--- config.mk ---
export PLATFORM = sky130hd
export DESIGN_NAME = input_event_to_hid_report
export DESIGN_NICKNAME = d
export VERILOG_FILES = /design/src/hdl/ehr_pkg.sv /design/src/hdl/ehr_front.sv /design/src/hdl/ehr_back.sv /design/src/hdl/ehr_csr.sv /design/src/hdl/input_event_to_hid_report.sv
export VERILOG_INCLUDE_DIRS = /design/src /design/src/hdl
export SDC_FILE = /design/constraint.sdc
export NUM_CORES = 1
export LEC_CHECK = 0
export BUFFER_PORTS_ARGS = -buffer_cell sky130_fd_sc_hd__buf_2
export CAP_MARGIN = 25
export CORE_MARGIN = 5
export CORE_UTILIZATION = 27
export CTS_CLUSTER_SIZE = 14
export DETAILED_ROUTE_END_ITERATION = 8
export GPL_TIMING_DRIVEN = 0
export PLACE_DENSITY_LB_ADDON = 0.12
export SYNTH_ARGS = -nofsm -noshare
export SYNTH_HDL_FRONTEND = slang
export SYNTH_HIERARCHICAL = 1
export SYNTH_SLANG_ARGS = --single-unit
--- constraint.sdc ---
create_clock -name clock -period 6 [get_ports clock]
set_input_delay 1.2 -clock clock [delete_from_list [all_inputs] [get_ports clock]]
set_output_delay 1.2 -clock clock [all_outputs]
set_load 0.1 [all_outputs]
--- src/hdl/input_event_to_hid_report_defines.svh ---
// Assertion macros for the event-to-report translator.
// Depends on nothing; included by the top level.
`ifndef INPUT_EVENT_TO_HID_REPORT_DEFINES_SVH
`define INPUT_EVENT_TO_HID_REPORT_DEFINES_SVH
`ifndef SYNTH
`define EHR_ASSERT(label, clk, rst, prop, msg) \
   label: assert property (@(posedge clk) disable iff (rst) prop) else $error(msg);
`define EHR_ASSERT_NR(label, clk, prop, msg) \
   label: assert property (@(posedge clk) prop) else $error(msg);
`else
`define EHR_ASSERT(label, clk, rst, prop, msg)
`define EHR_ASSERT_NR(label, clk, prop, msg)
`endif
`endif

--- src/hdl/ehr_pkg.sv ---
// Shared types, constants and tables of the event-to-report translator.
// No dependencies.
`default_nettype none
package ehr_pkg;
   localparam int MAX_TRACKED_KEYS = 16;
   localparam int REPORT_KEY_SLOTS = 6;
   localparam int MAX_MOUSE_REPORTS = 63;
   localparam int KEY_IDX_W = $clog2(MAX_TRACKED_KEYS);
   localparam int KEY_CNT_W = $clog2(MAX_TRACKED_KEYS + 1);
   localparam int ACC_W = 14;
   localparam logic signed [ACC_W-1:0] ACC_LIMIT = ACC_W'(127 * MAX_MOUSE_REPORTS);
   localparam logic signed [ACC_W-1:0] CHUNK_MAX = ACC_W'(127);

   localparam logic [1:0] OP_EVENT = 2'd0;
   localparam logic [1:0] OP_CLEAR = 2'd1;
   localparam logic [1:0] OP_CLEAR_REL = 2'd2;

   localparam logic [15:0] EV_SYN = 16'd0;
   localparam logic [15:0] EV_KEY = 16'd1;
   localparam logic [15:0] EV_REL = 16'd2;

   localparam logic [1:0] CSR_ENABLE = 2'd0;
   localparam logic [1:0] CSR_KBD_ID = 2'd1;
   localparam logic [1:0] CSR_MOUSE_ID = 2'd2;

   // classified command kinds between front and back
   localparam logic [2:0] CMD_KEY = 3'd0;
   localparam logic [2:0] CMD_REL = 3'd1;
   localparam logic [2:0] CMD_SYNC = 3'd2;
   localparam logic [2:0] CMD_CLEAR = 3'd3;
   localparam logic [2:0] CMD_CLEAR_REL = 3'd4;
   localparam logic [2:0] CMD_NONE = 3'd5;

   typedef struct packed {
      logic [1:0]  op;
      logic [15:0] event_type;
      logic [15:0] event_code;
      logic signed [31:0] event_value;
   } req_type;

   typedef struct packed {
      logic        report_kind;
      logic [7:0]  report_id;
      logic [7:0]  state_bits;
      logic [47:0] key_array;
      logic signed [7:0] move_x;
      logic signed [7:0] move_y;
      logic signed [7:0] wheel_step;
      logic        last_report;
   } rsp_type;

   typedef struct packed {
      logic [2:0] kind;
      logic       down;
      logic [7:0] usage;     // mapped key usage, 0 if none
      logic [7:0] modifier;  // modifier bit
      logic [4:0] button;    // button bit
      logic [1:0] axis;      // 0 x, 1 y, 2 wheel, 3 other
      logic signed [31:0] value;
      logic       nonzero;
   } cmd_type;

   function automatic logic [7:0] usage_of_code(input logic [6:0] c);
      logic [7:0] u;
      unique case (c)
         7'd1: u = 8'h29; 7'd2: u = 8'h1E; 7'd3: u = 8'h1F; 7'd4: u = 8'h20;
         7'd5: u = 8'h21; 7'd6: u = 8'h22; 7'd7: u = 8'h23; 7'd8: u = 8'h24;
         7'd9: u = 8'h25; 7'd10: u = 8'h26; 7'd11: u = 8'h27; 7'd12: u = 8'h2D;
         7'd13: u = 8'h2E; 7'd14: u = 8'h2A; 7'd15: u = 8'h2B; 7'd16: u = 8'h14;
         7'd17: u = 8'h1A; 7'd18: u = 8'h08; 7'd19: u = 8'h15; 7'd20: u = 8'h17;
         7'd21: u = 8'h1C; 7'd22: u = 8'h18; 7'd23: u = 8'h0C; 7'd24: u = 8'h12;
         7'd25: u = 8'h13; 7'd26: u = 8'h2F; 7'd27: u = 8'h30; 7'd28: u = 8'h28;
         7'd30: u = 8'h04; 7'd31: u = 8'h16; 7'd32: u = 8'h07; 7'd33: u = 8'h09;
         7'd34: u = 8'h0A; 7'd35: u = 8'h0B; 7'd36: u = 8'h0D; 7'd37: u = 8'h0E;
         7'd38: u = 8'h0F; 7'd39: u = 8'h33; 7'd40: u = 8'h34; 7'd41: u = 8'h35;
         7'd43: u = 8'h31; 7'd44: u = 8'h1D; 7'd45: u = 8'h1B; 7'd46: u = 8'h06;
         7'd47: u = 8'h19; 7'd48: u = 8'h05; 7'd49: u = 8'h11; 7'd50: u = 8'h10;
         7'd51: u = 8'h36; 7'd52: u = 8'h37; 7'd53: u = 8'h38; 7'd57: u = 8'h2C;
         7'd58: u = 8'h39; 7'd59: u = 8'h3A; 7'd60: u = 8'h3B; 7'd61: u = 8'h3C;
         7'd62: u = 8'h3D; 7'd63: u = 8'h3E; 7'd64: u = 8'h3F; 7'd65: u = 8'h40;
         7'd66: u = 8'h41; 7'd67: u = 8'h42; 7'd68: u = 8'h43; 7'd69: u = 8'h53;
         7'd70: u = 8'h47; 7'd87: u = 8'h44; 7'd88: u = 8'h45; 7'd102: u = 8'h4A;
         7'd103: u = 8'h52; 7'd104: u = 8'h4B; 7'd105: u = 8'h50; 7'd106: u = 8'h4F;
         7'd107: u = 8'h4D; 7'd108: u = 8'h51; 7'd109: u = 8'h4E; 7'd110: u = 8'h49;
         7'd111: u = 8'h4C;
         default: u = 8'h00;
      endcase
      return u;
   endfunction

   function automatic logic [7:0] modifier_of_code(input logic [15:0] c);
      logic [7:0] m;
      unique case (c)
         16'd29: m = 8'h01; 16'd42: m = 8'h02; 16'd56: m = 8'h04; 16'd125: m = 8'h08;
         16'd97: m = 8'h10; 16'd54: m = 8'h20; 16'd100: m = 8'h40; 16'd126: m = 8'h80;
         default: m = 8'h00;
      endcase
      return m;
   endfunction
endpackage
`default_nettype wire

--- src/hdl/ehr_front.sv ---
// Front end: accepts requests and classifies them into commands.
// Depends on ehr_pkg.
`default_nettype none
module ehr_front import ehr_pkg::*; (
   input  wire logic    clock,
   input  wire logic    reset,
   input  wire logic    in_valid,
   input  wire req_type in_req,
   output logic         in_ready,
   output logic         cmd_valid,
   output cmd_type      cmd,
   input  wire logic    cmd_ready
);
   // two-entry queue
   cmd_type    q_ff [2];
   cmd_type    q_in;
   logic [1:0] cnt_ff, cnt_in;
   logic       rd_ff, rd_in, wr_ff, wr_in;
   logic       push, pop;
   logic [7:0] mod;
   logic       is_btn;

   assign in_ready = (cnt_ff != 2'd2);
   assign push = in_valid && in_ready;
   assign cmd_valid = (cnt_ff != 2'd0);
   assign pop = cmd_valid && cmd_ready;
   assign cmd = q_ff[rd_ff];

   always_comb begin
      mod = modifier_of_code(in_req.event_code);
      is_btn = (in_req.event_code >= 16'h110) && (in_req.event_code <= 16'h114);
      q_in = '0;
      q_in.kind = CMD_NONE;
      q_in.down = (in_req.event_value != 32'sd0);
      q_in.nonzero = (in_req.event_value != 32'sd0);
      q_in.value = in_req.event_value;
      q_in.axis = 2'd3;
      unique case (in_req.op)
         OP_CLEAR: q_in.kind = CMD_CLEAR;
         OP_CLEAR_REL: q_in.kind = CMD_CLEAR_REL;
         OP_EVENT: begin
            unique case (in_req.event_type)
               EV_KEY: begin
                  q_in.kind = CMD_KEY;
                  if (is_btn) q_in.button = 5'(5'd1 << in_req.event_code[2:0]);
                  else if (mod != 8'h00) q_in.modifier = mod;
                  else if (in_req.event_code < 16'd128)
                     q_in.usage = usage_of_code(in_req.event_code[6:0]);
               end
               EV_REL: begin
                  q_in.kind = CMD_REL;
                  if (in_req.event_code == 16'd0) q_in.axis = 2'd0;
                  else if (in_req.event_code == 16'd1) q_in.axis = 2'd1;
                  else if (in_req.event_code == 16'd8) q_in.axis = 2'd2;
               end
               EV_SYN: if (in_req.event_code == 16'd0) q_in.kind = CMD_SYNC;
               default: q_in.kind = CMD_NONE;
            endcase
         end
         default: q_in.kind = CMD_NONE;
      endcase
   end

   always_comb begin
      cnt_in = cnt_ff + 2'(push) - 2'(pop);
      rd_in = rd_ff ^ pop;
      wr_in = wr_ff ^ push;
   end

   always_ff @(posedge clock) begin
      if (reset) begin
         cnt_ff <= '0;
         rd_ff <= 1'b0;
         wr_ff <= 1'b0;
      end else begin
         cnt_ff <= cnt_in;
         rd_ff <= rd_in;
         wr_ff <= wr_in;
      end
      if (push) q_ff[wr_ff] <= q_in;
   end
endmodule
`default_nettype wire

--- src/hdl/ehr_back.sv ---
// Back end: applies commands to the key list and accumulators, emits reports.
// Depends on ehr_pkg.
`default_nettype none
module ehr_back import ehr_pkg::*; (
   input  wire logic    clock,
   input  wire logic    reset,
   input  wire logic    cmd_valid,
   input  wire cmd_type cmd,
   output logic         cmd_ready,
   input  wire logic [1:0] enable_mask,
   input  wire logic [7:0] kbd_id,
   input  wire logic [7:0] mouse_id,
   output logic         out_valid,
   output rsp_type      out_rsp,
   input  wire logic    out_ready,
   output logic         busy
);
   localparam logic [2:0] ST_IDLE  = 3'd0;
   localparam logic [2:0] ST_SRCH  = 3'd1;
   localparam logic [2:0] ST_SHIFT = 3'd2;
   localparam logic [2:0] ST_KBD   = 3'd3;
   localparam logic [2:0] ST_MOUSE = 3'd4;

   logic [2:0] st_ff, st_in;
   cmd_type    c_ff, c_in;
   logic [7:0] keys_ff [MAX_TRACKED_KEYS];
   logic [KEY_CNT_W-1:0] cnt_ff, cnt_in;
   logic [KEY_CNT_W-1:0] i_ff, i_in;
   logic [7:0] mod_ff, mod_in;
   logic       kch_ff, kch_in, mch_ff, mch_in;
   logic [4:0] btn_ff, btn_in;
   logic signed [ACC_W-1:0] px_ff, px_in, py_ff, py_in, pw_ff, pw_in;
   logic [5:0] nm_ff, nm_in;   // mouse reports emitted this command
   logic       mouse_after_ff, mouse_after_in;
   logic       ov_ff, ov_in;
   rsp_type    o_ff, o_in;
   logic       key_wr;
   logic [KEY_IDX_W-1:0] key_wa;
   logic [7:0] key_wd;
   logic signed [ACC_W-1:0] cx, cy, cw, rx, ry, rw, acc_sel, acc_sum;
   logic signed [33:0] wide;
   logic [47:0] karr;
   logic       more;

   function automatic logic signed [ACC_W-1:0] chunk(input logic signed [ACC_W-1:0] v);
      if (v > CHUNK_MAX) return CHUNK_MAX;
      else if (v < -CHUNK_MAX) return -CHUNK_MAX;
      else return v;
   endfunction

   assign busy = (st_ff != ST_IDLE) || ov_ff;
   assign out_valid = ov_ff;
   assign out_rsp = o_ff;
   assign cmd_ready = (st_ff == ST_IDLE) && !ov_ff;

   always_comb begin
      karr = '0;
      for (int s = 0; s < REPORT_KEY_SLOTS; s++)
         if (KEY_CNT_W'(s) < cnt_ff) karr[8*s +: 8] = keys_ff[s];
      cx = chunk(px_ff); cy = chunk(py_ff); cw = chunk(pw_ff);
      rx = px_ff - cx; ry = py_ff - cy; rw = pw_ff - cw;
      unique case (c_ff.axis)
         2'd0: acc_sel = px_ff;
         2'd1: acc_sel = py_ff;
         default: acc_sel = pw_ff;
      endcase
      wide = 34'(acc_sel) + 34'(c_ff.value);
      if (wide > 34'(ACC_LIMIT)) acc_sum = ACC_LIMIT;
      else if (wide < -34'(ACC_LIMIT)) acc_sum = -ACC_LIMIT;
      else acc_sum = ACC_W'(wide);
      more = (rx != 0 || ry != 0 || rw != 0) && (nm_ff != 6'(MAX_MOUSE_REPORTS - 1));
   end

   always_comb begin
      st_in = st_ff; c_in = c_ff; cnt_in = cnt_ff; i_in = i_ff;
      mod_in = mod_ff; kch_in = kch_ff; mch_in = mch_ff; btn_in = btn_ff;
      px_in = px_ff; py_in = py_ff; pw_in = pw_ff; nm_in = nm_ff;
      mouse_after_in = mouse_after_ff; ov_in = ov_ff; o_in = o_ff;
      key_wr = 1'b0; key_wa = '0; key_wd = c_ff.usage;
      if (ov_ff && out_ready) ov_in = 1'b0;
      unique case (st_ff)
         ST_IDLE: if (cmd_valid && cmd_ready) begin
            c_in = cmd;
            i_in = '0;
            nm_in = '0;
            unique case (cmd.kind)
               CMD_KEY: begin
                  if (cmd.button != 5'd0) begin
                     if ((cmd.down ? (btn_ff | cmd.button) : (btn_ff & ~cmd.button)) != btn_ff)
                        mch_in = 1'b1;
                     btn_in = cmd.down ? (btn_ff | cmd.button) : (btn_ff & ~cmd.button);
                  end else if (cmd.modifier != 8'h00) begin
                     if ((cmd.down ? (mod_ff | cmd.modifier) : (mod_ff & ~cmd.modifier)) != mod_ff)
                        kch_in = 1'b1;
                     mod_in = cmd.down ? (mod_ff | cmd.modifier) : (mod_ff & ~cmd.modifier);
                  end else if (cmd.usage != 8'h00) st_in = ST_SRCH;
               end
               CMD_REL: st_in = ST_SRCH; // the add happens in ST_SRCH
               CMD_SYNC: begin
                  if (kch_ff && enable_mask[0]) st_in = ST_KBD;
                  else st_in = ST_MOUSE;
                  kch_in = 1'b0;
                  mouse_after_in = 1'b1;
               end
               CMD_CLEAR, CMD_CLEAR_REL: begin
                  mod_in = '0; cnt_in = '0; kch_in = 1'b0; btn_in = '0;
                  px_in = '0; py_in = '0; pw_in = '0; mch_in = 1'b0;
                  if (cmd.kind == CMD_CLEAR_REL) begin
                     mouse_after_in = enable_mask[1];
                     mch_in = enable_mask[1];
                     if (enable_mask[0]) st_in = ST_KBD;
                     else if (enable_mask[1]) st_in = ST_MOUSE;
                  end
               end
               default: st_in = ST_IDLE;
            endcase
         end
         ST_SRCH: begin
            if (c_ff.kind == CMD_REL) begin
               if (c_ff.axis == 2'd0) px_in = acc_sum;
               else if (c_ff.axis == 2'd1) py_in = acc_sum;
               else if (c_ff.axis == 2'd2) pw_in = acc_sum;
               if (c_ff.nonzero) mch_in = 1'b1;
               st_in = ST_IDLE;
            end else if (i_ff < cnt_ff) begin
               if (keys_ff[i_ff[KEY_IDX_W-1:0]] == c_ff.usage) begin
                  if (c_ff.down) st_in = ST_IDLE;
                  else begin
                     i_in = i_ff + 1'b1;
                     st_in = ST_SHIFT;
                  end
               end else i_in = i_ff + 1'b1;
            end else begin
               if (c_ff.down && cnt_ff < KEY_CNT_W'(MAX_TRACKED_KEYS)) begin
                  key_wr = 1'b1;
                  key_wa = cnt_ff[KEY_IDX_W-1:0];
                  cnt_in = cnt_ff + 1'b1;
                  kch_in = 1'b1;
               end
               st_in = ST_IDLE;
            end
         end
         ST_SHIFT: begin
            // move entry i down by one
            if (i_ff < cnt_ff) begin
               key_wa = KEY_IDX_W'(i_ff - 1'b1);
               key_wd = keys_ff[i_ff[KEY_IDX_W-1:0]];
               key_wr = 1'b1;
               i_in = i_ff + 1'b1;
            end else begin
               cnt_in = cnt_ff - 1'b1;
               kch_in = 1'b1;
               st_in = ST_IDLE;
            end
         end
         ST_KBD: if (!ov_ff || out_ready) begin
            o_in = '0;
            o_in.report_id = kbd_id;
            o_in.state_bits = mod_ff;
            o_in.key_array = karr;
            ov_in = 1'b1;
            if (mouse_after_ff && enable_mask[1] &&
                (mch_ff || px_ff != 0 || py_ff != 0 || pw_ff != 0))
               st_in = ST_MOUSE;
            else if (mouse_after_ff && !enable_mask[1]) begin
               mch_in = 1'b0; px_in = '0; py_in = '0; pw_in = '0;
               o_in.last_report = 1'b1;
               st_in = ST_IDLE;
            end else begin
               o_in.last_report = 1'b1;
               st_in = ST_IDLE;
            end
         end
         ST_MOUSE: begin
            if (!enable_mask[1]) begin
               mch_in = 1'b0; px_in = '0; py_in = '0; pw_in = '0;
               st_in = ST_IDLE;
            end else if (!mch_ff && px_ff == 0 && py_ff == 0 && pw_ff == 0) begin
               st_in = ST_IDLE;
            end else if (!ov_ff || out_ready) begin
               o_in = '0;
               o_in.report_kind = 1'b1;
               o_in.report_id = mouse_id;
               o_in.state_bits = {3'b000, btn_ff};
               o_in.move_x = 8'(cx);
               o_in.move_y = 8'(cy);
               o_in.wheel_step = 8'(cw);
               o_in.last_report = !more;
               ov_in = 1'b1;
               px_in = rx; py_in = ry; pw_in = rw;
               mch_in = 1'b0;
               nm_in = nm_ff + 1'b1;
               if (!more) st_in = ST_IDLE;
            end
         end
         default: st_in = ST_IDLE;
      endcase
   end

   // key list store
   always_ff @(posedge clock) begin
      if (key_wr) keys_ff[key_wa] <= key_wd;
   end

   always_ff @(posedge clock) begin
      if (reset) begin
         st_ff <= ST_IDLE;
         cnt_ff <= '0;
         mod_ff <= '0;
         kch_ff <= 1'b0;
         mch_ff <= 1'b0;
         btn_ff <= '0;
         px_ff <= '0; py_ff <= '0; pw_ff <= '0;
         ov_ff <= 1'b0;
         mouse_after_ff <= 1'b0;
      end else begin
         st_ff <= st_in;
         cnt_ff <= cnt_in;
         mod_ff <= mod_in;
         kch_ff <= kch_in;
         mch_ff <= mch_in;
         btn_ff <= btn_in;
         px_ff <= px_in; py_ff <= py_in; pw_ff <= pw_in;
         ov_ff <= ov_in;
         mouse_after_ff <= mouse_after_in;
      end
      c_ff <= c_in;
      i_ff <= i_in;
      nm_ff <= nm_in;
      o_ff <= o_in;
   end
endmodule
`default_nettype wire

--- src/hdl/ehr_csr.sv ---
// Configuration registers behind the APB-style port.
// Depends on ehr_pkg.
`default_nettype none
module ehr_csr import ehr_pkg::*; (
   input  wire logic        clock,
   input  wire logic        reset,
   input  wire logic        psel,
   input  wire logic        penable,
   input  wire logic        pwrite,
   input  wire logic [3:0]  paddr,
   input  wire logic [31:0] pwdata,
   output logic [31:0]      prdata,
   output logic             pready,
   output logic [1:0]       enable_mask,
   output logic [7:0]       kbd_id,
   output logic [7:0]       mouse_id
);
   logic [1:0] en_ff;
   logic [7:0] kid_ff, mid_ff;
   logic       wr;

   assign pready = 1'b1;
   assign wr = psel && penable && pwrite;
   assign enable_mask = en_ff;
   assign kbd_id = kid_ff;
   assign mouse_id = mid_ff;

   always_comb begin
      unique case (paddr[3:2])
         CSR_ENABLE:   prdata = {30'd0, en_ff};
         CSR_KBD_ID:   prdata = {24'd0, kid_ff};
         CSR_MOUSE_ID: prdata = {24'd0, mid_ff};
         default:      prdata = 32'd0;
      endcase
   end

   always_ff @(posedge clock) begin
      if (reset) begin
         en_ff <= 2'd3;
         kid_ff <= 8'd1;
         mid_ff <= 8'd2;
      end else if (wr) begin
         unique case (paddr[3:2])
            CSR_ENABLE:   en_ff <= pwdata[1:0];
            CSR_KBD_ID:   kid_ff <= pwdata[7:0];
            CSR_MOUSE_ID: mid_ff <= pwdata[7:0];
            default:      en_ff <= en_ff;
         endcase
      end
   end
   logic [1:0] unused_a;
   assign unused_a = paddr[1:0];
endmodule
`default_nettype wire

--- src/hdl/input_event_to_hid_report.sv ---
// Input event to keyboard/mouse report translator, top level.
// Flow: the back end takes a queued request only while idle with no report waiting. Key
// requests that reach the key list hold the back end for a list search, then a removal
// shift on release; relative ones for an accumulate step. A sync gives one report a cycle
// (up to 64) while pop keeps up. The back end sequencer sets rate.
// Reset (synchronous, high): empties queues, clears key/mouse state, registers to 3/1/2.
`default_nettype none
`include "input_event_to_hid_report_defines.svh"
module input_event_to_hid_report import ehr_pkg::*; (
   input  wire logic        clock,
   input  wire logic        reset,
   input  wire logic        req_push,
   output logic             req_full,
   input  wire req_type     req_data,
   output logic             rsp_empty,
   input  wire logic        rsp_pop,
   output rsp_type          rsp_data,
   input  wire logic        csr_psel,
   input  wire logic        csr_penable,
   input  wire logic        csr_pwrite,
   input  wire logic [3:0]  csr_paddr,
   input  wire logic [31:0] csr_pwdata,
   output logic [31:0]      csr_prdata,
   output logic             csr_pready
);
   logic       in_ready, cmd_valid, cmd_ready, out_valid, busy;
   cmd_type    cmd;
   logic [1:0] en;
   logic [7:0] kid, mid;

   assign req_full = !in_ready;
   assign rsp_empty = !out_valid;

   // classify and queue requests
   ehr_front u_front (
      .clock, .reset, .in_valid(req_push), .in_req(req_data), .in_ready,
      .cmd_valid, .cmd, .cmd_ready);

   // state update and report sequencing
   ehr_back u_back (
      .clock, .reset, .cmd_valid, .cmd, .cmd_ready,
      .enable_mask(en), .kbd_id(kid), .mouse_id(mid),
      .out_valid, .out_rsp(rsp_data), .out_ready(rsp_pop), .busy);

   ehr_csr u_csr (
      .clock, .reset, .psel(csr_psel), .penable(csr_penable), .pwrite(csr_pwrite),
      .paddr(csr_paddr), .pwdata(csr_pwdata), .prdata(csr_prdata), .pready(csr_pready),
      .enable_mask(en), .kbd_id(kid), .mouse_id(mid));

   // mouse report x chunks never fall outside the clamp
   `EHR_ASSERT(a_chunk, clock, reset, (!rsp_empty && rsp_data.report_kind) |-> (rsp_data.move_x != -8'sd128), "mouse chunk out of range")
   // keyboard reports carry no x motion and no wheel step
   `EHR_ASSERT(a_kbd_zero, clock, reset, (!rsp_empty && !rsp_data.report_kind) |-> (rsp_data.move_x == 8'sd0 && rsp_data.wheel_step == 8'sd0), "motion in keyboard report")
   // a waiting report holds until popped
   `EHR_ASSERT(a_hold, clock, reset, (!rsp_empty && !rsp_pop) |=> (!rsp_empty && $stable(rsp_data)), "report changed before pop")
endmodule
`default_nettype wire
## Yosys cells after proc, flatten, opt, wreduce, memory -nomap -nowiden

Memories as Yosys holds them, arrays and structs flattened. A register that Yosys moved wholly into a read port is not among the register bits.
Index checks and enable logic that the tools add are counted.

- Multiply operators: 0
- Multiplexer cells: 159
- $add $sub $neg: 11
- Order comparisons: 19
- Reductions and logical operators: 74
- Shift operators: 1
- Eq/ne operators: 74
- Div/mod/pow operators: 0
- Bitwise operators: 8

Operator list:

| kind | number |
|---|---|
| two-way mux 14 bit | 31 |
| two-way mux 90 bit | 4 |
| nonzero test 32 bit | 7 |
| one-hot mux 90 bit (2 select lines) | 1 |
| one-hot mux 14 bit (4 select lines) | 3 |
| two-way mux 8 bit | 14 |
| zero test 32 bit | 3 |
| two-way mux 5 bit | 15 |
| equality test 16 x 7 -> 1 bit (second input constant) | 4 |
| one-hot mux 8 bit (8 select lines) | 1 |
| two-way mux 3 bit | 19 |
| equality test 16 x 6 -> 1 bit (second input constant) | 3 |
| > comparator 14 x 8 -> 1 bit (second input constant) | 3 |
| < comparator 14 x 8 -> 1 bit (second input constant) | 3 |
| subtractor 14 bit | 3 |
| != test 3 bit (second input constant) | 13 |
| two-way mux 1 bit | 36 |
| > comparator 34 x 14 -> 1 bit (second input constant) | 1 |
| < comparator 34 x 14 -> 1 bit (second input constant) | 1 |
| adder 14 x 32 -> 33 bit | 1 |
| equality test 16 x 1 -> 1 bit (second input constant) | 2 |
| zero test 16 bit | 2 |
| != test 2 x 1 -> 1 bit (second input constant) | 15 |
| one-hot mux 5 bit (3 select lines) | 2 |
| 76 further kinds | 159 |

- Flip-flop bits (word level): 237
- Bits in read-only memories: 896
- Output and inout bits: 125
- Memories: 3
- Memory bits (writable): 248
- Bits in latches: 0

Memories:

| name | words | width | rd ports | clocked after Yosys merged registers in | write ports | line | source |
|---|---|---|---|---|---|---|---|
| (no name shown) | 128 | 7 | 1 | 0 | 0 | ehr_pkg.sv:65 | `unique case (c)` |
| u_back.keys_ff | 16 | 8 | 7 | 1 | 1 | ehr_back.sv:26 | `logic [7:0] keys_ff [MAX_TRACKED_KEYS];` |
| u_front.q_ff | 2 | 60 | 1 | 1 | 1 | ehr_front.sv:15 | `cmd_type q_ff [2];` |

## Depth between registers and ports, before layout

Gate-level depths: netlist of run 1.

- Depth in word-level cells: 13
- Depth in mapped cells: 22

## Hierarchy

Netlist of run 1, hierarchy kept.

Modules (own cells, without submodules):

| module | area an instance (um^2) | instances | cells each | sequential area each (um^2) |
|---|---|---|---|---|
| ehr_back | 19927.9 | 1 | 1953 | 9709.3 |
| ehr_front | 5913.2 | 1 | 449 | 3563.4 |
| ehr_csr | 1106.1 | 1 | 117 | 360.3 |
| input_event_to_hid_report | 7.5 | 1 | 2 | 0.0 |

## Worst setup path before layout of run 1

No wires, ideal clock.

- Kind: reg-to-reg
- Start: register u_back.st_ff[0]
- End: register u_back.o_ff, in the netlist u_back/out_rsp[0] (enable)
- Arrival: 5.210 ns
- Path slack: 0.251 ns
- Required time: 5.461 ns
- Clock period less this slack: 5.749 ns
- Stages on the path, launching flop included: 8
- Cells stage by stage: dfxtp_1 > clkbuf_1 > nor2_1 > and3_1 > clkbuf_1 > buf_1 > a21oi_1 > nor2_1

- Word-level cells in the longest chain between the ends: 3
- Elaborated cells on any way between the ends: 8

Ends and longest elaborated chain:

| element | line | source |
|---|---|---|
| start: declaration | ehr_back.sv:24 | `logic [2:0] st_ff, st_in;` |
| start signal: assignment | ehr_back.sv:217 | `st_ff <= st_in;` |
| equality test 3 bit or equality test 3 x 2 -> 1 bit (tied branches) | ehr_back.sv:81 | `unique case (st_ff)` |
| != test 2 x 1 -> 1 bit (no line), or another cell as far along | -- |  |
| AND reduction 5 bit (no line) * | -- |  |
| end signal: assignment | ehr_back.sv:230 | `o_ff <= o_in;` |
| end: declaration | ehr_back.sv:36 | `rsp_type o_ff, o_in;` |

Every way passes the cells marked *; elsewhere a longest branch is shown, timed or not.
A chain may end at the register's enable or synchronous reset.

## Worst setup path after layout of run 1

- Start: register u_back/c_ff[34] (netlist name)
- End: register u_back.py_ff[11]

- Word-level cells in the longest chain between the ends: 10
- Elaborated cells on any way between the ends: 15

Ends and longest elaborated chain:

| element | line | source |
|---|---|---|
| start: declaration | ehr_back.sv:25 | `cmd_type c_ff, c_in;` |
| start signal: assignment | ehr_back.sv:227 | `c_ff <= c_in;` |
| equality test 2 x 1 -> 1 bit or zero test 2 bit (tied branches) | ehr_back.sv:62, ehr_back.sv:121, ehr_back.sv:120 |  |
| one-hot mux 14 bit (2 select lines) | ehr_back.sv:62 | `unique case (c_ff.axis)` |
| adder 14 x 32 -> 33 bit | ehr_back.sv:67 | `wide = 34'(acc_sel) + 34'(c_ff.value);` |
| < comparator 34 x 14 -> 1 bit | ehr_back.sv:69 | `else if (wide < -34'(ACC_LIMIT)) acc_sum = -ACC_LIMIT;` |
| two-way mux 14 bit | ehr_back.sv:69 |  |
| two-way mux 14 bit | ehr_back.sv:68 | `if (wide > 34'(ACC_LIMIT)) acc_sum = ACC_LIMIT;` |
| two-way mux 14 bit | ehr_back.sv:121 | `else if (c_ff.axis == 2'd1) py_in = acc_sum;` |
| two-way mux 14 bit | ehr_back.sv:120 | `if (c_ff.axis == 2'd0) px_in = acc_sum;` |
| two-way mux 14 bit | ehr_back.sv:119 | `if (c_ff.kind == CMD_REL) begin` |
| one-hot mux 14 bit (4 select lines) | ehr_back.sv:81 |  |
| end signal: assignment | ehr_back.sv:223 | `px_ff <= px_in; py_ff <= py_in; pw_ff <= pw_in;` |
| end: declaration | ehr_back.sv:32 | `logic signed [ACC_W-1:0] px_ff, px_in, py_ff, py_in, pw_ff, pw_in;` |

Parallel ways exist; a longest one is shown, timed or not. The select of a mux whose other input is x is not followed.

==> results of run 1 <==
[power breakdown]
| part | switching (mW) | internal [mW] |
|---|---|---|
| clock network | 1.51 | 2.13 |
| logic | 6.12 | 2.72 |
| registers | 0.362 | 4.49 |
| total | 7.99 | 9.33 |
[state kept, by name (all words and copies together) (netlist names), 8 cells and up, named ones only]
register / cells
u_csr/kbd_id: 8
u_back/px_ff: 14
u_back/py_ff: 14
u_front/q_ff: 116
u_back/keys_ff: 128
u_back/c_ff: 47
u_back/mod_ff: 8
u_csr/mouse_id: 8
u_back/out_rsp: 90
u_back/pw_ff: 14
[through the flow]
step | worst slack, ps | instances
final | 340 | 4139
after CTS | 70.6 | 4138
after detailed placement | -113 | 4026
after global routing | 15.4 | 4139
after global placement | -3040 | 4009
after floorplan | 251 | 2543
[area by class of cell]
type | count | area share
well taps | 1287 | 0.0506
plain buffers | 143 | 0.0230
repair buffers | 198 | 0.0361
multi-input cells | 1842 | 0.391
clock buffers | 74 | 0.0494
flip-flops and latches | 485 | 0.428
clock inverters | 38 | 0.0130
inverters | 72 | 0.00849
[placed cells by master, fill, tap and decap left out, drive strengths merged, types with 30 or more instances in the layout]
cell / instances
edfxtp: 392
buf: 270
nor2: 222
o21ai: 191
nand2: 186
a21oi: 172
clkbuf: 145
ha: 97
dfxtp: 93
inv: 71
and2: 67
mux2: 66
mux2i: 58
nor3: 56
nand3: 54
nand2b: 52
xor2: 43
nor4: 38
nand4: 33
xnor2: 32
and3: 30
a211oi: 30
[worst max-delay path, delay by kind of cell, from the launching register on]
kind | cells | cell delay (ps)
AOI/OAI and AO/OA | 8 | 2300
DFF | 1 | 380
buffers and inverters | 3 | 1010
and+or+nand+nor | 5 | 1440
adders and majority gates | 1 | 350
[routing by layer]
| layer | routed length (um) | part of all wire | track usage |
|---|---|---|---|
| met4 | 1620 | 0.018 | 0.0353 |
| met3 | 4640 | 0.052 | 0.0246 |
| met1 | 42700 | 0.48 | 0.233 |
| met5 | 0 | 0 | 0 |
| met2 | 40400 | 0.45 | 0.259 |
[worst max-delay path by stage]
stage,endpoint,slack (ps)
after detailed placement,u_back/px_ff[3]$_SDFFE_PP0P_,-110
after CTS,u_back/px_ff[4]$_SDFFE_PP0P_,70
after global placement,u_back/out_rsp[67]$_SDFFCE_PP0P_,-3040
after global routing,u_back/py_ff[11]$_SDFFE_PP0P_,20
after floorplan,u_back/out_rsp[0]$_DFFE_PP_,250
final,u_back/py_ff[11]$_SDFFE_PP0P_,340
[repair_timing]
item,CTS,global route
endpoints found under the setup margin,29,43
hold buffers,0,0
gates resized for setup,1,5
pin swaps,0,1
buffers inserted,0,1
==> metrics.yaml, run 1 <==
timing:
  slew_violations: 0
  fin_crit_ps: 5660
  slew_headroom: 0.317
  worst-slew-pin-transition_ps: 1020
  finalSetupTns_ps: 0
  rsz0062_at_grt: "false"
  whs_ps: 495
  finalCritPeriodShare: 0.943
  clock.fmax_mhz: 177
  fin_skew_ps: 39.7
  finalSetupViolations: 0
  hold_viol_final: 0
global_route:
  antenna_found_initial: 1
  grt_pass1_wl_um: 135000
  grt_max_degree: 42
  grt_pass1_vias: 21200
  gr-usage-all-layers: 0.162
  overflow: 0
pwr:
  power.leakage_nw: 11.5
  fin_total_pwr_mw: 17.3
  vdd_drop_max_uv: 256
  powerDensity_nw_per_um2: 544
clocking:
  insertion_delay_ps: 660
  clockRootBuffer: "clkbuf_16"
  cts_tree: "done"
  htreeDepth: 2
  cts_made_buffers: 60
  clk_pin_slew_ps: 70
  cts_num_sinks: 485
  clockBufferDepth: 3
status:
  status: "finished clean"
route:
  wl_um: 89300
  drtPass1Iterations: 7
  ant_nets: 0
  via_per_inst: 5.13
  wl_per_cell_um: 21.6
  via_count: 21300
  drt_iter0_drc: 1698
  drc: 0
floorplan:
  dieArea_um2: 106000
  fp.dieW_um: 326
  io_pins: 234
  initial_core_util: 0.273
  die_height_um: 326
  core_um2: 98700
  fp-row-count: 115
synth:
  syn_area_per_cell_um2: 10.7
  synth_cells: 2520
  yosysWarnings: 6
  syn_area_um2: 27000
flow_run:
  maxCapViolations: 0
worst_hold_path:
  hold_class: "register to register"
  holdPathEnd: "u_csr/mouse_id[0]$_SDFFE_PP0P_"
  holdPathStages: 2
  min_from: "u_csr/mouse_id[0]$_SDFFE_PP0P_"
layout:
  multiInputGateArea_um2: 12500
  diodes: 0
  utilization: 0.323
  final_area_um2: 31800
  drive_gt1_frac: 0.175
  seqCellArea_um2: 13600
  syn2layout_area_growth_pct: 18.1
  final_nets: 3011
  n_fill_cell: 10100
critical_path:
  cp.arrival_ps: 6130
  end_kind: "register"
  timing.rr.start: "u_back/c_ff[34]$_DFFE_PP_"
  regToRegSetupSlack_ps: 340
  path_max_fanout: 19
  required_ps: 6470
  r2r_end: "u_back/py_ff[11]$_SDFFE_PP0P_"
  crit_type: "register to register"
  startpoint: "u_back/c_ff[34]$_DFFE_PP_"
  max_stage_delay_ps: 720
  crit_chain: "clkbuf_1 > clkbuf_1 > nand2_1 > o21ai_2 > buf_8 > ha_1 > a21oi_1 > o21ai_0 > a221oi_1 > and3b_1 > a211oi_1 > a211oi_1 > nor4b_1 > and2_1 > nand3_1 > a21boi_0 > a311oi_1"
  critical_path.slowest_cell: "nor4b_1"
  startpoint_type: "register"
  r2r_cells: 17
place:
  portBuffers: 179
  dp_hpwl_um: 67600
  post_dp_cell_area_um2: 29800
  place.gp.congestion: 0.894
Power figures use the tool's default switching activity.
==> inputs of run 2 (changes only) <==
--- a/config.mk
+++ b/config.mk
@@ -12,3 +12,3 @@
 export CORE_UTILIZATION = 27
-export CTS_CLUSTER_SIZE = 14
+export CTS_CLUSTER_SIZE = 8
 export DETAILED_ROUTE_END_ITERATION = 8
==> constraint.sdc (replaced) <==
create_clock -name clock -period 6 [get_ports clock]
set_input_delay 0.3 -clock clock [delete_from_list [all_inputs] [get_ports clock]]
set_output_delay 0.3 -clock clock [all_outputs]
set_load 0.1 [all_outputs]
==> run 2 against run 1 <==
Worst setup slack lost 36 ps. Global-route usage grew 0.15 points. Sequential share of layout area shrank 0.78 points. First-iteration DRC count shrank 10%. Non-clock buffer count grew 42. Sequential power is essentially flat. Critical path depth is the same. Final cell count grew 1.2%. Final area grew 1.8%. Largest power group unchanged. Utilization grew 0.60 points. Combinational power is essentially flat. Sequential cell count is the same.
==> metrics.yaml, run 2 (synthesized netlist as in run 1, its figures left out) <==
route:
  drt_iter0_drc: 1529
  drc: 0
  via_per_inst: 5.12
  ant_nets: 0
  drtPass1Iterations: 9
  wl_um: 89700
  via_count: 21400
  wl_per_cell_um: 21.4
timing:
  rsz0062_at_grt: "false"
  hold_viol_final: 0
  slew_violations: 0
  worst-slew-pin-transition_ps: 1000
  finalCritPeriodShare: 0.949
  clock.fmax_mhz: 176
  finalSetupViolations: 0
  fin_crit_ps: 5700
  fin_skew_ps: 51.8
  whs_ps: 55.2
  slew_headroom: 0.328
pwr:
  p_sw_mw: 8.05
  p_seq_frac: 0.277
  fin_total_pwr_mw: 17.6
  p_int_mw: 9.51
  p_sw_frac: 0.459
  powerDensity_nw_per_um2: 542
  combPwrFrac: 0.504
  vdd_drop_max_uv: 235
  p_clk_frac: 0.219
  power.leakage_nw: 11.8
status:
  status: "finished clean"
global_route:
  grt_max_degree: 42
  grt_pass1_vias: 21500
  antenna_found_initial: 1
  grt_pass1_wl_um: 135000
  overflow: 0
  gr-usage-all-layers: 0.163
clocking:
  cts_tree: "done"
  clockRootBuffer: "clkbuf_16"
  clk_pin_slew_ps: 50
  clockBufferDepth: 3
  cts_num_sinks: 485
  insertion_delay_ps: 650
  cts_made_buffers: 72
  htreeDepth: 3
layout:
  utilization: 0.329
  final_common_cell: "edfxtp_1"
  syn2layout_area_growth_pct: 20.3
  seqCellArea_um2: 13600
  final_nets: 3065
  multiInputGateArea_um2: 12500
  largest_register: "u_back/keys_ff"
  layout_common_cells: "392 x edfxtp_1, 220 x nor2_1, 202 x buf_2"
  n_fill_cell: 10100
  drive_gt1_frac: 0.170
  largest_register_ff_count: 128
floorplan:
  dieArea_um2: 106000
  core_um2: 98700
  die_height_um: 326
  initial_core_util: 0.273
  fp-row-count: 115
  fp.dieW_um: 326
  io_pins: 234
critical_path:
  startpoint_type: "register"
  required_ps: 6460
  startpoint: "u_back/c_ff[34]$_DFFE_PP_"
  cp.arrival_ps: 6160
  crit_type: "register to register"
  end_kind: "register"
  timing.rr.start: "u_back/c_ff[34]$_DFFE_PP_"
  path_max_fanout: 19
place:
  portBuffers: 179
  dp_hpwl_um: 67600
  place.gp.congestion: 0.894
worst_hold_path:
  hold_class: "input port to register"
  min_from: "reset"
flow_run:
  maxCapViolations: 0
==> run 2: power groups by stage <==
stage | clock network (mW) | registers (mW) | logic [mW]
2_1_floorplan | 0 | 5.71 | 5.22
3_3_place_gp | 0 | 4.99 | 8.54
3_5_place_dp | 0 | 4.92 | 8.75
4_1_cts | 4.00 | 4.86 | 8.82
5_1_grt | 4.14 | 4.91 | 9.59
6_report | 3.85 | 4.86 | 8.86
==> run 2: final cells by class <==
cell class	count	share of cell area
diodes	1	0.0000772
plain buffers	143	0.0226
clock buffers	110	0.0609
clock inverters	8	0.00552
inverters	72	0.00833
multi-input cells	1842	0.384
flip-flops and latches	485	0.420
well taps	1287	0.0497
repair buffers	240	0.0484
==> run 2: worst max-delay path, cell delays in order, from the launching register on <==
cell and delay (ps):
edfxtp_1 370, clkbuf_1 370, clkbuf_1 450, nand2_1 130, o21ai_2 100, buf_8 200
ha_1 340, a21oi_1 330, o21ai_0 310, a221oi_1 450, and3b_1 210, a211oi_1 90
a211oi_1 280, nor4b_1 720, and2_1 270, nand3_1 130, a21boi_0 590, a311oi_1 180
==> run 2: stage by stage <==
stage	setup slack (ps)	instance area, um^2	std cells	TNS, ps
after global placement	-3040	29500	4009	-328230
after CTS	104	32400	4186	0
after detailed placement	-113	29800	4026	-1460
after floorplan	251	27000	2543	0
after global routing	23.7	32400	4187	0
final	304	32400	4188	0
==> run 2: what timing repair did <==
action,CTS,global route
setup buffers,0,1
pin swaps,0,1
hold buffers,42,0
hold endpoints to repair,86,0
cloned,0,0
resized for setup,1,5
setup endpoints to repair,28,43
==> run 2: final timing paths <==
path	to	slack [ps]	cells past startpoint
max	u_back/py_ff[11]$_SDFFE_PP0P_	300	17
min	u_front/wr_ff$_SDFF_PP0_	60	2
max reg2reg	u_back/py_ff[11]$_SDFFE_PP0P_	300	17
min reg2reg	u_csr/mouse_id[0]$_SDFFE_PP0P_	490	2
==> run 2: metal layers <==
layer / GRT usage / share of wire / up-vias
met4: 0.0392 / 0.018 / 0
li1: - / - / 10100
met2: 0.261 / 0.45 / 634
met5: 0 / 0 / -
met1: 0.233 / 0.48 / 10600
met3: 0.0254 / 0.049 / 105
==> inputs of run 3 (changes only) <==
- CTS_BUF_LIST: not set -> sky130_fd_sc_hd__clkbuf_4
==> run 3 against run 2 <==
Fmax decreased by 0.22%. Count of clock-buffer cells in the layout increased by 110. Sequential power about the same. Non-clock buffer count increased by 78. Worst hold slack improved by 130 ps. Highest routed layer unchanged.
==> metrics.yaml, run 3 (synthesized netlist as in run 1, its figures left out) <==
clocking:
  insertion_delay_ps: 1010
  cts_num_sinks: 485
  clockBufferDepth: 3
  cts_made_buffers: 148
  cts_tree: "done"
  clockRootBuffer: "clkbuf_4"
  clk_pin_slew_ps: 60
  htreeDepth: 4
timing:
  slew_violations: 0
  finalSetupViolations: 0
  hold_viol_final: 0
  fin_skew_ps: 79.2
  whs_ps: 182
  fin_crit_ps: 5710
  fin_ws_ps: 291
  worst-slew-pin-transition_ps: 985
  finalCritPeriodShare: 0.951
  rsz0062_at_grt: "false"
  slew_headroom: 0.341
  clock.fmax_mhz: 175
global_route:
  overflow: 0
  grt_pass1_vias: 22500
  grt_pass1_wl_um: 137000
  grt_max_degree: 42
  antenna_found_initial: 3
  gr-usage-all-layers: 0.166
pwr:
  vdd_drop_max_uv: 192
  power.leakage_nw: 12.2
  combPwrFrac: 0.521
  p_seq_frac: 0.285
  p_sw_mw: 7.98
  p_int_mw: 9.06
  p_sw_frac: 0.468
  p_clk_frac: 0.194
  powerDensity_nw_per_um2: 516
route:
  ant_nets: 0
  drt_iter0_drc: 1634
  drc: 0
  wl_per_cell_um: 20.5
  drtPass1Iterations: 5
  via_per_inst: 5.04
  wl_um: 90600
  via_count: 22200
floorplan:
  fp.dieW_um: 326
  die_height_um: 326
  core_um2: 98700
  fp-row-count: 115
  io_pins: 234
  initial_core_util: 0.273
  dieArea_um2: 106000
layout:
  layout_common_cells: "392 x edfxtp_1, 220 x clkbuf_4, 220 x nor2_1"
  multiInputGateArea_um2: 12500
  seqCellArea_um2: 13600
  drive_gt1_frac: 0.209
  final_area_um2: 33000
  syn2layout_area_growth_pct: 22.4
  final_common_cell: "edfxtp_1"
  largest_register: "u_back/keys_ff"
  final_nets: 3219
  largest_register_ff_count: 128
  n_fill_cell: 10100
critical_path:
  crit_type: "register to register"
  timing.rr.start: "u_back/c_ff[34]$_DFFE_PP_"
  r2r_end: "u_back/py_ff[11]$_SDFFE_PP0P_"
  end_kind: "register"
  r2r_cells: 18
  regToRegSetupSlack_ps: 290
  required_ps: 6810
  startpoint_type: "register"
  path_max_fanout: 19
  cp.arrival_ps: 6510
worst_hold_path:
  min_from: "req_data[32]"
  holdPathStages: 5
  holdPathEnd: "u_front/q_ff[1][40]$_DFFE_PP_"
  hold_class: "input port to register"
place:
  dpl_worst_slack_ps: -113
  dp_hpwl_um: 67600
  place.gp.congestion: 0.894
  post_dp_cell_area_um2: 29800
  portBuffers: 179
flow_run:
  maxCapViolations: 0
status:
  status: "finished clean"
[run 3: cell types whose count changed in the layout (fill, tap and decap cells not counted), moves of 4 or more]
cell | before | now
clkinv_2 | 0 | 5
clkbuf_16 | 72 | 0
clkinv_1 | 2 | 21
dlygate4sd3_1 | 42 | 120
clkbuf_4 | 0 | 220
clkinv_16 | 4 | 0
diode_2 | 1 | 6
clkinvlp_4 | 0 | 4
clkbuf_1 | 103 | 68
[run 3: through the flow]
step                std cells  TNS, ps   util  power [mW]
finish                   4410        0  0.334        17.0
global route             4409        0  0.334        18.2
CTS                      4403        0  0.334        17.2
detailed placement       4026    -1460  0.302        13.7
global placement         4009  -328230  0.299        13.5
floorplan                2543        0      -        10.9
[run 3: layout make-up]
type / count / area share
repair buffers: 318 / 0.0712
diodes: 6 / 0.000455
inverters: 72 / 0.00819
plain buffers: 143 / 0.0222
multi-input cells: 1842 / 0.378
well taps: 1287 / 0.0488
clock buffers: 220 / 0.0501
flip-flops and latches: 485 / 0.413
clock inverters: 37 / 0.00815
[run 3: power by group through the flow]
stage | clock network [mW] | logic [mW] | registers [mW]
floorplan | 0 | 5.22 | 5.71
global placement | 0 | 8.54 | 4.99
detailed placement | 0 | 8.75 | 4.92
CTS | 3.48 | 8.86 | 4.86
global route | 3.67 | 9.62 | 4.91
finish | 3.31 | 8.88 | 4.85
[run 3: worst max path at each step]
| stage | slack (ps) | from | cells after the start | to |
|---|---|---|---|---|
| 5_1_grt | 8 | u_back/c_ff[33]$_DFFE_PP_ | 16 | u_back/py_ff[11]$_SDFFE_PP0P_ |
| 4_1_cts | 80 | u_back/py_ff[13]$_SDFFE_PP0P_ | 21 | u_back/out_rsp[0]$_DFFE_PP_ |
| 3_5_place_dp | -110 | u_back/c_ff[33]$_DFFE_PP_ | 17 | u_back/px_ff[3]$_SDFFE_PP0P_ |
| 6_report | 290 | u_back/c_ff[34]$_DFFE_PP_ | 18 | u_back/py_ff[11]$_SDFFE_PP0P_ |
| 2_1_floorplan | 250 | u_back/st_ff[0]$_SDFFE_PP0P_ | 7 | u_back/out_rsp[0]$_DFFE_PP_ |
| 3_3_place_gp | -3040 | u_back/st_ff[2]$_SDFFE_PP0P_ | 6 | u_back/out_rsp[67]$_SDFFCE_PP0P_ |
[run 3: routing by layer]
layer  share of wire  vias to the layer above  GRT usage
met1            0.47                    10800      0.231
met3           0.052                      134     0.0333
met5               0                        -          0
met2            0.45                      721      0.262
met4           0.020                        0     0.0509
li1                -                    10600          -
[run 3: worst max-delay path: stages (launching register included)]
cell,delay (ps)
edfxtp_1,380
clkbuf_1,370
clkbuf_1,430
nand2_1,130
o21ai_2,100
buf_8,200
ha_1,250
buf_2,170
a21oi_1,250
o21ai_0,300
a221oi_1,450
and3b_1,210
a211oi_1,100
a211oi_1,300
nor4b_1,710
and2_1,270
nand3_1,120
a21boi_0,610
a311oi_1,180
[run 3: repair_timing]
action | 4_1_cts | 5_1_grt
setup buffers | 0 | 1
hold buffers | 120 | 0
setup endpoints to repair | 28 | 43
resized for setup | 1 | 6
pin swaps | 0 | 1
hold endpoints to repair | 146 | 0
